$ cat config.mk
export PLATFORM = sky130hd
export DESIGN_NAME = websocket_frame_receiver
export DESIGN_NICKNAME = d
export VERILOG_FILES = /design/src/hw/rtl/wsfr_pkg.sv /design/src/hw/rtl/websocket_frame_receiver.sv /design/src/hw/rtl/wsfr_front.sv /design/src/hw/rtl/wsfr_fifo.sv /design/src/hw/rtl/wsfr_back.sv
export SDC_FILE = /design/constraint.sdc
export NUM_CORES = 1
export LEC_CHECK = 0
export BUFFER_PORTS_ARGS = -buffer_cell sky130_fd_sc_hd__buf_2
export CAP_MARGIN = 20
export CORE_UTILIZATION = 40
export DETAILED_ROUTE_END_ITERATION = 8
export GPL_ROUTABILITY_DRIVEN = 0
export SLEW_MARGIN = 5
export SYNTH_ARGS = -nofsm -noshare
export SYNTH_HDL_FRONTEND = slang
export SYNTH_SLANG_ARGS = --single-unit
export TNS_END_PERCENT = 5
$ cat constraint.sdc
create_clock -name clk -period 4.6 [get_ports clk]
set_input_delay 0.69 -clock clk [delete_from_list [all_inputs] [get_ports clk]]
set_output_delay 0.69 -clock clk [all_outputs]
set_load 0.03 [all_outputs]
$ cat src/hw/rtl/wsfr_pkg.sv
package wsfr_pkg;

  // Width kept for the decoded payload length and the payload countdown.
  localparam int LEN_W = 32;

  // Frame classification codes carried in frame_action.
  localparam logic [2:0] ACT_NONE     = 3'd0;
  localparam logic [2:0] ACT_DELIVER  = 3'd1;
  localparam logic [2:0] ACT_FRAGMENT = 3'd2;
  localparam logic [2:0] ACT_CONTROL  = 3'd3;
  localparam logic [2:0] ACT_FAIL     = 3'd4;
  localparam logic [2:0] ACT_DISCARD  = 3'd5;

  // One parsed byte, handed from the front parser to the back end.
  typedef struct packed {
    logic             payload_valid;
    logic [7:0]       payload_byte;
    logic             header_valid;
    logic [7:0]       hdr_byte;
    logic [LEN_W-1:0] frame_length;
    logic             frame_end;
  } tok_t;

endpackage

$ cat src/hw/rtl/websocket_frame_receiver.sv
// Receives a masked client-to-server WebSocket byte stream, one byte per
// input beat, and returns exactly one result beat per input beat. The
// front parser walks the header (first byte, 7-bit length, optional 16-bit
// or 64-bit extended length of which the low 32 bits are kept, 4-byte
// masking key) and unmasks payload bytes; a two-entry queue then feeds the
// back end, which classifies each frame on its last beat (deliver,
// fragment, control, protocol fail, or discard of non-close frames on a
// failing connection) and holds the result in an output register. Rate is
// one byte per cycle unless the output stalls; results pass through the
// queue and the output register. A stall on the output side backs up the
// queue and drops in_tready only once both queue entries are full. There
// is no configuration; the failing state is sticky until reset.
module websocket_frame_receiver (
  input  logic        clk,
  input  logic        rst_n,
  input  logic        in_tvalid,
  output logic        in_tready,
  input  logic [7:0]  in_tdata,   // [7:0] data_byte
  output logic        out_tvalid,
  input  logic        out_tready,
  // [0] payload_valid, [8:1] payload_byte, [9] header_valid, [10] fin_flag,
  // [14:11] frame_opcode, [46:15] frame_length, [49:47] frame_action,
  // [55:50] zero
  output logic [55:0] out_tdata,
  output logic        out_tlast   // frame_end
);

  wsfr_pkg::tok_t push_tok;
  wsfr_pkg::tok_t pop_tok;
  logic           push;
  logic           pop;
  logic           full;
  logic           not_empty;

  // header parse and payload unmask
  wsfr_front u_front (
    .clk        (clk),
    .rst_n      (rst_n),
    .byte_valid (in_tvalid),
    .byte_in    (in_tdata),
    .byte_ready (in_tready),
    .tok_push   (push),
    .tok        (push_tok),
    .fifo_full  (full)
  );

  // decouples parser from the output stall
  wsfr_fifo u_fifo (
    .clk       (clk),
    .rst_n     (rst_n),
    .push      (push),
    .push_data (push_tok),
    .full      (full),
    .pop       (pop),
    .not_empty (not_empty),
    .pop_data  (pop_tok)
  );

  // frame classification, fragment/failing flags, output register
  wsfr_back u_back (
    .clk       (clk),
    .rst_n     (rst_n),
    .tok_avail (not_empty),
    .tok       (pop_tok),
    .tok_pop   (pop),
    .out_valid (out_tvalid),
    .out_ready (out_tready),
    .out_data  (out_tdata),
    .out_last  (out_tlast)
  );

endmodule

$ cat src/hw/rtl/wsfr_front.sv
module wsfr_front (
  input  logic              clk,
  input  logic              rst_n,
  input  logic              byte_valid,
  input  logic [7:0]        byte_in,
  output logic              byte_ready,
  output logic              tok_push,
  output wsfr_pkg::tok_t    tok,
  input  logic              fifo_full
);

  localparam logic [2:0] PH_BYTE0   = 3'd0;
  localparam logic [2:0] PH_BYTE1   = 3'd1;
  localparam logic [2:0] PH_EXT     = 3'd2;
  localparam logic [2:0] PH_MASK    = 3'd3;
  localparam logic [2:0] PH_PAYLOAD = 3'd4;

  localparam int LW = wsfr_pkg::LEN_W;

  logic [2:0]    phase_r, phase_nxt;
  logic [3:0]    hcount_r, hcount_nxt;
  logic [7:0]    fhb_r, fhb_nxt;
  logic          is127_r, is127_nxt;
  logic [LW-1:0] ext_r, ext_nxt;
  logic [31:0]   key_r, key_nxt;
  logic [LW-1:0] rem_r, rem_nxt;
  logic [1:0]    midx_r, midx_nxt;
  logic [7:0]    key_byte;
  logic          accept;

  assign byte_ready = !fifo_full;
  assign accept     = byte_valid && byte_ready;
  assign tok_push   = accept;

  // key byte 0 sits in the top byte of the shifted-in key
  always_comb begin
    unique case (midx_r)
      2'd0:    key_byte = key_r[31:24];
      2'd1:    key_byte = key_r[23:16];
      2'd2:    key_byte = key_r[15:8];
      default: key_byte = key_r[7:0];
    endcase
  end

  always_comb begin
    phase_nxt  = phase_r;
    hcount_nxt = hcount_r;
    fhb_nxt    = fhb_r;
    is127_nxt  = is127_r;
    ext_nxt    = ext_r;
    key_nxt    = key_r;
    rem_nxt    = rem_r;
    midx_nxt   = midx_r;
    tok        = '0;

    unique case (phase_r)
      PH_BYTE1: begin
        hcount_nxt = 4'd2;
        midx_nxt   = 2'd0;
        is127_nxt  = (byte_in[6:0] == 7'd127);
        if (byte_in[6:0] < 7'd126) begin
          ext_nxt   = LW'(byte_in[6:0]);
          phase_nxt = PH_MASK;
        end else begin
          ext_nxt   = '0;
          phase_nxt = PH_EXT;
        end
      end
      PH_EXT: begin
        ext_nxt    = {ext_r[LW-9:0], byte_in};
        hcount_nxt = hcount_r + 4'd1;
        if (hcount_nxt == (is127_r ? 4'd10 : 4'd4)) begin
          phase_nxt = PH_MASK;
        end
      end
      PH_MASK: begin
        key_nxt    = {key_r[23:0], byte_in};
        hcount_nxt = hcount_r + 4'd1;
        midx_nxt   = midx_r + 2'd1;
        if (midx_r == 2'd3) begin
          tok.header_valid = 1'b1;
          tok.frame_length = ext_r;
          rem_nxt          = ext_r;
          if (ext_r == '0) begin
            tok.frame_end = 1'b1;
            phase_nxt     = PH_BYTE0;
            hcount_nxt    = 4'd0;
          end else begin
            phase_nxt = PH_PAYLOAD;
          end
        end
      end
      PH_PAYLOAD: begin
        tok.payload_valid = 1'b1;
        tok.payload_byte  = byte_in ^ key_byte;
        tok.frame_length  = ext_r;
        midx_nxt          = midx_r + 2'd1;
        rem_nxt           = rem_r - LW'(1);
        if (rem_r == LW'(1)) begin
          tok.frame_end = 1'b1;
          phase_nxt     = PH_BYTE0;
          hcount_nxt    = 4'd0;
        end
      end
      default: begin
        // first header byte (also recovers from unused codes)
        fhb_nxt    = byte_in;
        hcount_nxt = 4'd1;
        midx_nxt   = 2'd0;
        phase_nxt  = PH_BYTE1;
      end
    endcase

    tok.hdr_byte = fhb_nxt;
  end

  always_ff @(posedge clk) begin
    if (!rst_n) begin
      phase_r  <= PH_BYTE0;
      hcount_r <= '0;
      fhb_r    <= '0;
      is127_r  <= 1'b0;
      ext_r    <= '0;
      key_r    <= '0;
      rem_r    <= '0;
      midx_r   <= '0;
    end else if (accept) begin
      phase_r  <= phase_nxt;
      hcount_r <= hcount_nxt;
      fhb_r    <= fhb_nxt;
      is127_r  <= is127_nxt;
      ext_r    <= ext_nxt;
      key_r    <= key_nxt;
      rem_r    <= rem_nxt;
      midx_r   <= midx_nxt;
    end
  end

endmodule

$ cat src/hw/rtl/wsfr_fifo.sv
module wsfr_fifo (
  input  logic           clk,
  input  logic           rst_n,
  input  logic           push,
  input  wsfr_pkg::tok_t push_data,
  output logic           full,
  input  logic           pop,
  output logic           not_empty,
  output wsfr_pkg::tok_t pop_data
);

  wsfr_pkg::tok_t mem_r [2];
  logic           wptr_r, wptr_nxt;
  logic           rptr_r, rptr_nxt;
  logic [1:0]     count_r, count_nxt;

  assign full      = (count_r == 2'd2);
  assign not_empty = (count_r != 2'd0);
  assign pop_data  = mem_r[rptr_r];

  always_comb begin
    wptr_nxt  = push ? ~wptr_r : wptr_r;
    rptr_nxt  = pop ? ~rptr_r : rptr_r;
    count_nxt = count_r + 2'(push) - 2'(pop);
  end

  always_ff @(posedge clk) begin
    if (push) begin
      mem_r[wptr_r] <= push_data;
    end
  end

  always_ff @(posedge clk) begin
    if (!rst_n) begin
      wptr_r  <= 1'b0;
      rptr_r  <= 1'b0;
      count_r <= 2'd0;
    end else begin
      wptr_r  <= wptr_nxt;
      rptr_r  <= rptr_nxt;
      count_r <= count_nxt;
    end
  end

endmodule

$ cat src/hw/rtl/wsfr_back.sv
module wsfr_back (
  input  logic           clk,
  input  logic           rst_n,
  input  logic           tok_avail,
  input  wsfr_pkg::tok_t tok,
  output logic           tok_pop,
  output logic           out_valid,
  input  logic           out_ready,
  output logic [55:0]    out_data,
  output logic           out_last
);

  logic           out_valid_r, out_valid_nxt;
  wsfr_pkg::tok_t res_r;
  logic [2:0]     act_r, act_nxt;
  logic           frag_r, frag_nxt;
  logic           failing_r, failing_nxt;
  logic [7:0]     b;
  logic [2:0]     act_cls;

  assign tok_pop = tok_avail && (!out_valid_r || out_ready);
  assign b       = tok.hdr_byte;

  always_comb begin
    priority if (failing_r && b[3:0] != 4'h8) begin
      act_cls = wsfr_pkg::ACT_DISCARD;
    end else if (b == 8'h88 || b == 8'h89 || b == 8'h8a) begin
      act_cls = wsfr_pkg::ACT_CONTROL;
    end else if (frag_r) begin
      act_cls = (b == 8'h80) ? wsfr_pkg::ACT_DELIVER :
                (b == 8'h00) ? wsfr_pkg::ACT_FRAGMENT : wsfr_pkg::ACT_FAIL;
    end else begin
      act_cls = (b == 8'h81 || b == 8'h82) ? wsfr_pkg::ACT_DELIVER :
                (b == 8'h01 || b == 8'h02) ? wsfr_pkg::ACT_FRAGMENT :
                wsfr_pkg::ACT_FAIL;
    end
  end

  always_comb begin
    out_valid_nxt = out_valid_r;
    act_nxt       = act_r;
    frag_nxt      = frag_r;
    failing_nxt   = failing_r;
    if (tok_pop) begin
      out_valid_nxt = 1'b1;
      act_nxt       = tok.frame_end ? act_cls : wsfr_pkg::ACT_NONE;
      if (tok.frame_end) begin
        if (act_cls == wsfr_pkg::ACT_DELIVER) begin
          frag_nxt = 1'b0;
        end else if (act_cls == wsfr_pkg::ACT_FRAGMENT) begin
          frag_nxt = 1'b1;
        end else if (act_cls == wsfr_pkg::ACT_FAIL) begin
          failing_nxt = 1'b1;
        end
      end
    end else if (out_ready) begin
      out_valid_nxt = 1'b0;
    end
  end

  always_ff @(posedge clk) begin
    if (tok_pop) begin
      res_r <= tok;
    end
  end

  always_ff @(posedge clk) begin
    if (!rst_n) begin
      out_valid_r <= 1'b0;
      act_r       <= wsfr_pkg::ACT_NONE;
      frag_r      <= 1'b0;
      failing_r   <= 1'b0;
    end else begin
      out_valid_r <= out_valid_nxt;
      act_r       <= act_nxt;
      frag_r      <= frag_nxt;
      failing_r   <= failing_nxt;
    end
  end

  assign out_valid = out_valid_r;
  assign out_last  = res_r.frame_end;
  assign out_data  = {6'd0,
                      act_r,
                      32'(res_r.frame_length),
                      res_r.hdr_byte[3:0],
                      res_r.hdr_byte[7],
                      res_r.header_valid,
                      res_r.payload_byte,
                      res_r.payload_valid};

endmodule

# After elaboration in Yosys (flattened, before gate mapping)
# Memory sizes are Yosys's and may differ from the RTL's. A register that Yosys moved wholly into a read port is not among the register bits.
# Cells that the tools add are included.
# totals
register_bits,175
ramBits,102
in_bits,12
output_inout_bits,59
word_cells,130
n_memories,1
# classes
add_sub_neg,5
n_lt_le_gt_ge,1
n_eq_ne,26
n_mux,41
bitwise_logic,6
n_reduce_logical,29
# memory_table
name,depth,word_bits,rd,rd_ports_with_merged_regs,wr,line,text
u_fifo.mem_r,2,51,1,1,1,wsfr_fifo.sv:12,wsfr_pkg::tok_t mem_r [2];
# op_table
cell,n
one-hot mux 32 bit (2 select lines),2
one-hot mux 33 bit (2 select lines),1
"== test 8 bit, second input constant",6
2-to-1 mux 3 bit,12
2-to-1 mux 33 bit,1
"== test 32 x 1 -> 1 bit, second input constant",1
zero test 32 bit,1
2-to-1 mux 32 bit,1
"subtractor 32 x 1 -> 32 bit, second input constant",1
one-hot mux 8 bit (3 select lines),1
2-to-1 mux 4 bit,4
one-hot mux 4 bit (4 select lines),1
2-to-1 mux 1 bit,13
one-hot mux 3 bit (4 select lines),1
AND reduction 2 bit,5
nonzero test 2 bit,5
"== test 3 x 2 -> 1 bit, second input constant",3
2-to-1 mux 9 bit,1
"== test 8 x 1 -> 1 bit, second input constant",1
"== test 8 x 2 -> 1 bit, second input constant",1
zero test 8 bit,1
2-to-1 mux 8 bit,1
bitwise XOR 8 bit,1
"== test 7 bit, second input constant",1
other kinds (24),42

# Depth between registers and ports, before layout
# logic_depth
depth_word,10
depth_mapped,10
ltp_nobuf,9

# Modules after synthesis
# From an unflattened synthesis, not the netlist that was laid out.
# hier_totals
cells_unflattened,1052
area_unflattened_um2,11931.4
# by_module_without_submodules
module,n_inst,cells_each,area_per_inst_um2,seq_area_each_um2
wsfr_front,1,770,5889.4,2282.2
wsfr_fifo,1,180,4164.0,3163.0
wsfr_back,1,102,1878.1,1561.5

# Least setup slack after synthesis
# Ideal clock, no wire load.
# synth_timing
kind,input-to-reg
startpoint,input port out_tready
endpoint,register u_fifo.count_r[1]
setup_ns,0.128
t_arrival_ns,4.007
path_slack_ns,0.466
cell_stages,8
n_path_buf,0
path_cell_list,nor2b_1 nor2_1 ha_1 inv_1 ha_1 xor2_1 xnor2_1 nor2_1
# synth_between
elab_chain_len,3
# synth_lines
element,line,text
start: declaration,websocket_frame_receiver.sv:20,"input logic out_tready,"
logical OR 1 bit,wsfr_back.sv:21,assign tok_pop = tok_avail && (!out_valid_r || out_ready);
logical AND 1 bit,wsfr_back.sv:21,
net pop,websocket_frame_receiver.sv:31,logic pop;
subtractor 2 x 1 -> 2 bit,wsfr_fifo.sv:24,count_nxt = count_r + 2'(push) - 2'(pop);
end signal: assignment,wsfr_fifo.sv:41,count_r <= count_nxt;
end: declaration,wsfr_fifo.sv:15,"logic [1:0] count_r, count_nxt;"
# The timed path passes the listed nets, and every way through them passes these cells.
# A chain may end at the register's enable or synchronous reset.

# Worst setup path in the final report
# layout_timing
startpoint,register u_front.phase_r[2]
endpoint,register u_front.rem_r[24]
# layout_between
elab_chain_len,3
# layout_lines
element,line,text
start: declaration,wsfr_front.sv:20,"logic [2:0] phase_r, phase_nxt;"
start signal: assignment,wsfr_front.sv:128,phase_r <= phase_nxt;
== test 3 x 2 -> 1 bit / == test 3 bit (equally long branches),wsfr_front.sv:56,unique case (phase_r)
inequality test 2 x 1 -> 1 bit (no source line) / nonzero test 2 bit (equally long branches),-,
AND reduction 3 bit (no source line),-,
end signal: assignment,wsfr_front.sv:134,rem_r <= rem_nxt;
end: declaration,wsfr_front.sv:26,"logic [LW-1:0] rem_r, rem_nxt;"
# Several ways; a longest one is shown, not always the timed one.

==> summary.md <==
| Metric | Value |
|---|---|
| Clock Skews | `between 0.015 and 0.02 ns` |
| Final WL | `25900 microns` |
| Post-synth EDFFs | `150` |
| Critical Path Fanout Max | `27` |
| Pin count of the biggest net entering global routing | `52` |
| Met2 GRT Util | `28.3%` |
| FF-to-FF path depth | `5` |
| Remaining DRCs | `0` |
| Setup TNS | `0 ns` |
| DIE HEIGHT | `between 150 and 200 microns` |
| Post-synth design cell area | `11600 sq um` |
| Post-CTS setup buffer count | `0` |
| Congestion Overflow GR | `0` |
| Final slew viol count | `0` |
| Initial Utilization | `between 40% and 50%` |
| Post-layout minimum cycle time | `2.90 ns` |
| Global-route wire length before repair | `between 40000 and 50000 microns` |
| First-pass DRT Iterations | `5` |
| Critical path destination | `u_front.rem_r[24]` |
| Hold bufs inserted after CTS | `0` |
| I/O Buffers | `64` |
| Max clock buf depth | `3` |
| IO Count | `between 70 and 80` |
| DR WL/cell | `~17 microns` |
| Average size of a mapped cell | `11.0 sq um` |
| Share of cells above drive strength 1 | `17.9%` |
| CTS resizes | `0` |
| Synth unique cells | `65` |
| Sequential share of the synthesized area | `roughly three fifths` |
| Hold depth | `2` |
| Vias in the first global route | `between 7000 and 8000` |
| Met1 Use GR | `between 20% and 30%` |
| Post-DP HPWL | `around 16000 microns` |
| Initial drt markers | `between 600 and 700` |
| Crit Path Category | `register to register` |
| CTS clock-pin slew for the worst setup and hold paths | `roughly 0.070 ns` |
| F_max | `about 350 MHz` |
| Slowest cell on the critical path | `a211oi_2` |
| Final setup fails | `0` |
| CP endpoint kind | `register` |
| Clk_lat worst skew | `between 0.5 and 0.6 ns` |
| Pwr Density | `around 520 nW/um^2` |
| Die footprint | `29600 sq um` |
| Worst-margin pin slew | `between 1 and 1.5 ns` |
| Post-synth ARST share | `0%` |
| Grt met3 use | `2.68%` |
| Num Clock Sinks | `~280` |
| Worst setup margin | `between 1.5 and 2 ns` |
| Tcrit/Tclk final | `a little over three fifths` |
| Status | `completed` |
| Yosys warns | `0` |
| CP Data Required Time | `roughly 5 ns` |
| Top FF cell, synth | `edfxtp_1` |
| Max-cap violations | `0` |
| TritonCTS clock tree | `done` |
| Total number of vias | `8138` |
| Leak | `4.75 nW` |
| Total track usage | `17.7%` |
| Number of hold violations in the final report | `0` |
| Layout area overhead | `14.8%` |
| CTS Buf Count | `29` |
| Mapped Cells | `about 1000` |
| Setup crit start | `u_front.phase_r[2]` |
| Final #Nets | `1119` |
| Critical path's largest stage delay | `between 0.7 and 0.8 ns` |
| Remaining antenna violation count after routing | `0` |
| Slew HR | `32.2%` |
| ANT cells | `0` |
| Peak supply drop | `roughly 300 uV` |
| FF-to-FF End | `u_front.rem_r[24]` |
| Pwr Total | `0.00697 W` |
| Placement Setup Slack | `roughly 1.7 ns` |
| Clock root cell | `clkbuf_16` |
| CP Cell Sequence | `or3b_2, a211oi_2, buf_4, o21ai_0, a32o_1` |
| RSZ-0062 raised after global routing | `false` |
| GR peak layer | `met2` |
| Reg-to-reg setup timing slack | `roughly 1.7 ns` |
| Vias/cell | `5.43` |
| H-tree Lvls | `1` |
| Die span in x | `172 microns` |
| Number of synthesized register bits | `275` |
| Row count | `61` |
| CP arrival | `roughly 3.3 ns` |
| Kind of start point of the critical path | `register` |
| Core area | `28100 sq um` |
| Initial antenna violation count | `0` |
| Reg-to-reg startpoint | `u_front.phase_r[2]` |
| Tightest Hold Check Type | `register to register` |
[stage by stage]
stage          cell area [sq um]  std cells  hold WS (ns)  util (%)
2_1_floorplan              11600       1053         0.433         -
3_3_place_gp               12300       1443         0.437      43.7
3_5_place_dp               12300       1443         0.443      43.7
4_1_cts                    13300       1497         0.420      47.2
5_1_grt                    13300       1498         0.437      47.3
6_report                   13300       1498         0.452      47.3
[kinds of logic (layout without fill, tap and decap cells)]
family	Yosys count	count (layout)	share of synthesized area (%)
xor+xnor	17	17	1.29
flops	275	275	60.6
fa+ha+maj	10	10	1.08
mux	59	59	5.79
buf+inv	87	154	3.04
simple gates	375	375	15.4
other cells	1	6	0.0324
compound gates	224	224	12.8
[report_power, final]
part / internal [W] / total (W) / switching (W)
clock: 0.00144 / 0.00241 / 0.000966
sequential: 0.00305 / 0.00318 / 0.000136
combinational: 0.000448 / 0.00138 / 0.000935
total: 0.00493 / 0.00697 / 0.00204
[worst min path at each step]
stage,from,end,slack (ns)
floorplan,u_front.fhb_r[0],u_front.fhb_r[0],0.43
global placement,u_front.fhb_r[5],u_front.fhb_r[5],0.44
detailed placement,u_front.fhb_r[3],u_front.fhb_r[3],0.44
CTS,in_tdata[7],u_front.key_r[7],0.42
global route,in_tdata[7],u_front.key_r[7],0.44
finish,u_front.fhb_r[6],u_front.fhb_r[6],0.45
[per-layer routing]
metal | wire [microns] | share of wire, %
met1 | 12400 | 48
met5 | 0 | 0
met4 | 401 | 1.5
met3 | 1400 | 5.4
met2 | 11800 | 45
[registers in the layout, summed over array words and instances (netlist names), 2 cells and up, named ones only]
register,count
u_front.midx_r,2
u_back.act_r,3
u_front.phase_r,3
u_front.fhb_r,8
u_fifo.mem_r,102
u_front.hcount_r,4
u_front.rem_r,32
u_front.ext_r,32
u_back.out_data,47
u_front.key_r,32
u_fifo.count_r,2
[Yosys cell counts, types with 15 or more instances]
cell | n | share of area (%)
a21oi_1 | 69 | 3.0
a22oi_1 | 36 | 2.3
and2_1 | 37 | 2.0
clkbuf_1 | 52 | 1.7
dfxtp_1 | 125 | 22
edfxtp_1 | 150 | 39
inv_1 | 15 | 0.49
mux2_2 | 53 | 5.2
nand2_1 | 141 | 4.6
nand3_1 | 15 | 0.65
nor2_1 | 85 | 2.8
nor3_1 | 25 | 1.1
nor4_1 | 21 | 1.1
o21ai_0 | 36 | 1.6
[cell usage in the layout, fill, tap and decap left out, types with 6 or more instances in the layout]
| cell type | synthesis | layout |
|---|---|---|
| a21oi_1 | 69 | 69 |
| a222oi_1 | 8 | 8 |
| a22oi_1 | 36 | 36 |
| a32o_1 | 8 | 8 |
| and2_1 | 37 | 37 |
| buf_2 | 2 | 64 |
| buf_4 | 6 | 19 |
| clkbuf_16 | 0 | 29 |
| conb_1 | 1 | 6 |
| dfxtp_1 | 125 | 124 |
| edfxtp_1 | 150 | 150 |
| ha_1 | 10 | 10 |
| inv_1 | 15 | 15 |
| mux2_2 | 53 | 53 |
| nand2_1 | 141 | 141 |
| nand3_1 | 15 | 15 |
| nand4_1 | 11 | 11 |
| nor2_1 | 85 | 83 |
| nor2b_1 | 7 | 7 |
| nor3_1 | 25 | 24 |
| nor4_1 | 21 | 21 |
| o21ai_0 | 36 | 36 |
| o22ai_1 | 7 | 7 |
| o31ai_1 | 10 | 10 |
| or4_1 | 7 | 7 |
| xnor2_1 | 14 | 14 |
[final cells by class]
type / count / area, sq um
Clock buffer: 37 / 786
Multi-Input combinational cell: 691 / 4260
Inverter: 16 / 60.1
Tap cell: 378 / 473
Fill cell: 2595 / 14800
Sequential cell: 275 / 7010
Timing Repair Buffer: 84 / 483
Clock inverter: 17 / 210
[critical path: cells and delay by family, from the launching register on]
family,cells,cell delay (ns)
DFF,1,0.51
buffers and inverters,1,0.36
and+or+nand+nor,1,0.73
AOI/OAI and AO/OA,3,1.17
Note: power is estimated with default switching activity, not from simulation.
